--- src/sv/cges_pkg.sv ---
// Shared widths, codes and types for the central gravity Euler step pipeline.
package cges_pkg;

    localparam int RAD_W    = 64;              // radicand width into the square root
    localparam int ROOT_W   = 32;              // root width, one bit per stage
    localparam int SQ_STEPS = ROOT_W;
    localparam int REM_W    = ROOT_W + 3;      // partial remainder of the square root
    localparam int NUM_W    = 91;              // gain*mass*|d| << 24
    localparam int DEN_W    = 95;              // |d|^2 * floor(|d|)
    localparam int QB       = 41;              // quotient bits, value capped at 2^40
    localparam int WIDE_W   = DEN_W + QB;

    localparam logic [1:0] CFG_CX   = 2'd0;
    localparam logic [1:0] CFG_CY   = 2'd1;
    localparam logic [1:0] CFG_MASS = 2'd2;
    localparam logic [1:0] CFG_GAIN = 2'd3;

    localparam logic [1:0] ST_OK    = 2'd0;
    localparam logic [1:0] ST_ZDIST = 2'd1;
    localparam logic [1:0] ST_ZMASS = 2'd2;
    localparam logic [1:0] ST_SAT   = 2'd3;

    typedef struct packed {
        logic               vld;
        logic signed [31:0] px;
        logic signed [31:0] py;
        logic signed [31:0] vx;
        logic signed [31:0] vy;
        logic               negx;
        logic               negy;
        logic               active;
        logic [1:0]         code;
    } t_side;

    typedef struct packed {
        t_side       sd;
        logic [30:0] ux;
        logic [30:0] uy;
        logic [35:0] cm;
        logic [62:0] s;
    } t_mid;

endpackage

--- src/sv/cges_isqrt.sv ---
// Pipelined integer square root, one root bit resolved per stage.
module cges_isqrt import cges_pkg::*; (
    input  logic              i_clk,
    input  logic              i_adv,
    input  logic [RAD_W-1:0]  i_rad,
    output logic [ROOT_W-1:0] o_root
);

    logic [RAD_W-1:0]  r_rad  [SQ_STEPS];
    logic [REM_W-1:0]  r_rem  [SQ_STEPS];
    logic [ROOT_W-1:0] r_root [SQ_STEPS];

    for (genvar k = 0; k < SQ_STEPS; k++) begin : g_stage
        logic [RAD_W-1:0]  w_rad;
        logic [REM_W-1:0]  w_rem;
        logic [REM_W-1:0]  w_rem2;
        logic [REM_W-1:0]  w_trial;
        logic [ROOT_W-1:0] w_root;

        if (k == 0) begin : g_first
            assign w_rad  = i_rad;
            assign w_rem  = '0;
            assign w_root = '0;
        end else begin : g_next
            assign w_rad  = r_rad[k-1];
            assign w_rem  = r_rem[k-1];
            assign w_root = r_root[k-1];
        end

        // bring down the next two radicand bits, try root*4+1
        assign w_rem2  = {w_rem[REM_W-3:0], w_rad[RAD_W-1 -: 2]};
        assign w_trial = {{(REM_W-ROOT_W-2){1'b0}}, w_root, 2'b01};

        always_ff @(posedge i_clk) begin
            if (i_adv) begin
                r_rad[k] <= w_rad << 2;
                if (w_rem2 >= w_trial) begin
                    r_rem[k]  <= w_rem2 - w_trial;
                    r_root[k] <= {w_root[ROOT_W-2:0], 1'b1};
                end else begin
                    r_rem[k]  <= w_rem2;
                    r_root[k] <= {w_root[ROOT_W-2:0], 1'b0};
                end
            end
        end
    end

    assign o_root = r_root[SQ_STEPS-1];

endmodule

--- config.mk ---
export PLATFORM = sky130hd
export DESIGN_NAME = cges_isqrt
export DESIGN_NICKNAME = d
export VERILOG_FILES = /design/src/sv/cges_pkg.sv /design/src/sv/cges_isqrt.sv
export SDC_FILE = /design/constraint.sdc
export NUM_CORES = 2
export LEC_CHECK = 0
export BUFFER_PORTS_ARGS = -buffer_cell sky130_fd_sc_hd__clkbuf_2
export CAP_MARGIN = 10
export CORE_ASPECT_RATIO = 0.7
export CORE_MARGIN = 4
export CORE_UTILIZATION = 45
export DETAILED_ROUTE_END_ITERATION = 16
export MAX_ROUTING_LAYER = met4
export PLACE_DENSITY = 0.68
export SYNTH_ARGS = -nofsm -noshare
export SYNTH_HDL_FRONTEND = slang
export SYNTH_MEMORY_MAX_BITS = 65536
export SYNTH_SLANG_ARGS = --single-unit
--- constraint.sdc ---
create_clock -name i_clk -period 12.4 [get_ports i_clk]
set_input_delay 2.48 -clock i_clk [delete_from_list [all_inputs] [get_ports i_clk]]
set_output_delay 2.48 -clock i_clk [all_outputs]
set_load 0.1 [all_outputs]
==> summary.md <==
| Metric | Value |
|---|---|
| Status | finished clean |
| Post-CTS sizing | 0 |
| Worst Clk Skew | 0.0835 ns |
| Arr. time, crit path | 6.46 ns |
| Max-slew violation count | 0 |
| Final worst-path cycle share | 47.3% |
| Async set or reset register ratio after synthesis | 0% |
| GRT Util Overall | 18.3% |
| # IOs | 98 |
| Hpwl dp | 174,000 um |
| Max Cap Viol | 0 |
| Critical path peak fanout | 137 |
| DR iter-0 viols | 6,652 |
| Startpoint types | input pin |
| Ratio of cells with drive above 1 in the final layout | 7.09% |
| H-tree depth | 4 |
| Die Area | 267,000 um2 |
| Vias/cell | 5.47 |
| Sum Neg Setup Slack | 0 ns |
| Clock share of power | 30.5% |
| IO buf count | 97 |
| Final Hold Fails | 0 |
| Synth warn | 0 |
| Vias in the first global route | 66,834 |
| Clk_lat worst skew | 0.91 ns |
| Setup crit end kind | register |
| Worst relative slew slack | 14.8% |
| Synth Flop Type | edfxtp_1 |
| Routed WL | 242,000 um |
| Highest Clock Rate | 0.171 GHz |
| ANT cells | 0 |
| Cell Pwr Density | 186 nW/um2 |
| WL/cell | 19.0 um |
| Post-Synthesis Cells | 9,039 |
| CTS Buf Count | 241 |
| Post-route minimum period | 5.86 ns |
| Int Power | 17.0 mW |
| Final Total Pwr | 23.9 mW |
| Core Region | 256,000 um2 |
| Setup bufs post-CTS | 0 |
| Final core occ | 50.2% |
| Switching Share | 28.9% |
| Root buffer cell | clkbuf_16 |
| Placed cell count | 12,354 |
| Commonest non-fill, non-tap cell in the layout | edfxtp_1 |
| CTS tree | yes |
| Die Ht | 433 um |
| Routability cong. | 0.908 |
| Avg Cell Area, Syn | 12.9 um2 |
| Post-route ant nets | 0 |
| RSZ-0062 raised after global routing | false |
| Initial Util | 45.4% |
| Worst hold path type | reg2reg |
| DRC | 0 |
| Vias | 69,891 |
| Sink Count | 2,494 |
| Most frequent cells in the layout | edfxtp_1, inv_1, nand2_1 |
| Die Span X | 616 um |
| Netlist cell types | 86 |
| Comb power frac | 21.4% |
| Initial antenna violation count | 10 |
| Area Overhead vs Synth | 10.5% |
| # nets final | 9,851 |
| Filler instances | 21,824 |
| Worst Tran Pin Value | 1.26 ns |
| Global-route wire length before repair | 380,000 um |
| Largest net degree at the start of global routing | 184 |
| Hold_ws | 0.362 ns |
| VDD IR-drop max | 0.136 mV |
| Post-synth net total | 9,667 |
| Seq cells post-synth | 2,494 |
| Clock tree buffer depth | 4 |
| Worst-path clk slew | 0.07 ns |
| Reg power frac | 48.1% |
| Mapped Area | 116,000 um2 |
| Post-synth EDFFs | 2,493 |
| Number of cell rows | 155 |
| Total congestion overflow | 0 |
| DRT Pass-1 Iters | 7 |
| Final setup fails | 0 |
| Kind of critical path | in2reg |
| LEAKAGE | 48.6 nW |
| Sw Pwr | 6.89 mW |
| Register area share after synthesis | 64.4% |
| # hold bufs at CTS | 0 |
| Final cell count without fillers | 12,781 |
| Req. time, crit path | 13.00 ns |
==> area by class of cell <==
type	instances	area [um2]	area share (%)
flip-flops and latches	2494	74900	58.3
inverters	699	2620	2.04
clock buffers	265	6120	4.76
repair buffers	147	976	0.760
multi-input cells	5640	38100	29.6
clock inverters	161	1600	1.24
well taps	3375	4220	3.29
==> Yosys cell counts, types with 41 or more instances <==
master	n	area (um2)
xnor2_1	417	3650
xor2_1	398	3490
or2_2	49	307
a21oi_1	530	2650
nand3_1	125	626
edfxtp_1	2493	74900
clkbuf_1	195	732
o21a_1	94	706
inv_1	698	2620
nor3_1	268	1340
o21ai_0	516	2580
o21bai_1	52	390
nand2_1	651	2440
a31oi_1	51	319
nand4_1	82	513
nor4_1	104	651
ha_1	562	7030
or3_1	86	538
and2_1	41	257
mux2_2	71	800
a21o_1	252	1890
or4_1	61	458
nor2b_1	94	588
nand2b_1	127	795
nor2_1	529	1990
==> final timing paths <==
path | from | end | slack (ns) | cells past startpoint
setup / recovery | i_adv | r_rem[0][199]$_DFFE_PP_ | 6.54 | 11
hold / removal | r_rad[0][284]$_DFFE_PP_ | r_rad[0][348]$_DFFE_PP_ | 0.36 | 0
setup reg to reg | r_rem[0][191]$_DFFE_PP_ | r_rem[0][232]$_DFFE_PP_ | 7.60 | 10
hold reg to reg | r_rad[0][284]$_DFFE_PP_ | r_rad[0][348]$_DFFE_PP_ | 0.36 | 0
==> logic make-up (layout without fill, tap and decap cells) <==
logic type | Yosys count | count (layout) | share of synthesized area, %
buffers and inverters | 905 | 1272 | 2.93
flip-flops | 2494 | 2494 | 64.4
XOR/XNOR | 815 | 815 | 6.14
AND/OR/NAND/NOR | 2383 | 2383 | 10.2
adder cells (fa/ha/maj) | 562 | 562 | 6.05
multiplexers | 78 | 78 | 0.748
AO/OA/AOI/OAI | 1802 | 1802 | 9.55
==> layer usage <==
| metal | GRT usage, % | up-vias | wire (um) | part of all wire, % |
|---|---|---|---|---|
| met5 | - | - | 0 | 0 |
| met1 | 27.1 | 34016 | 118000 | 49 |
| met3 | 2.46 | 345 | 13700 | 5.6 |
| met4 | 3.79 | 0 | 4770 | 2.0 |
| li1 | - | 33693 | - | - |
| met2 | 26.9 | 1837 | 106000 | 44 |
==> critical path, stage by stage <==
cell,delay (ns)
buf_12,0.40
buf_4,0.54
buf_4,0.59
or4b_2,0.66
nor2_1,0.17
nand2_1,0.09
or3_1,0.45
nor2b_1,0.20
nand2_1,0.24
nor3_1,0.11
xor2_1,0.16
==> per-stage QoR <==
| step | area, um2 | worst slack [ns] |
|---|---|---|
| after floorplan | 116000 | 7.08 |
| after global placement | 121000 | 5.74 |
| after detailed placement | 121000 | 5.68 |
| after CTS | 128000 | 6.60 |
| after global routing | 128000 | 6.29 |
| final | 128000 | 6.54 |
==> flip-flops by register name (all words and copies together), names as in the netlist <==
register  cells
r_rad       992
r_rem       974
r_root      528
==> power groups by stage <==
stage	Clock, mW	Combinational, mW	Sequential, mW
global route	7.88	5.69	11.6
finish	7.27	5.11	11.5
floorplan	0	3.88	11.3
CTS	7.51	5.07	11.5
detailed placement	0	5.05	11.7
global placement	0	4.94	11.7
(Power assumes the default switching activity.)
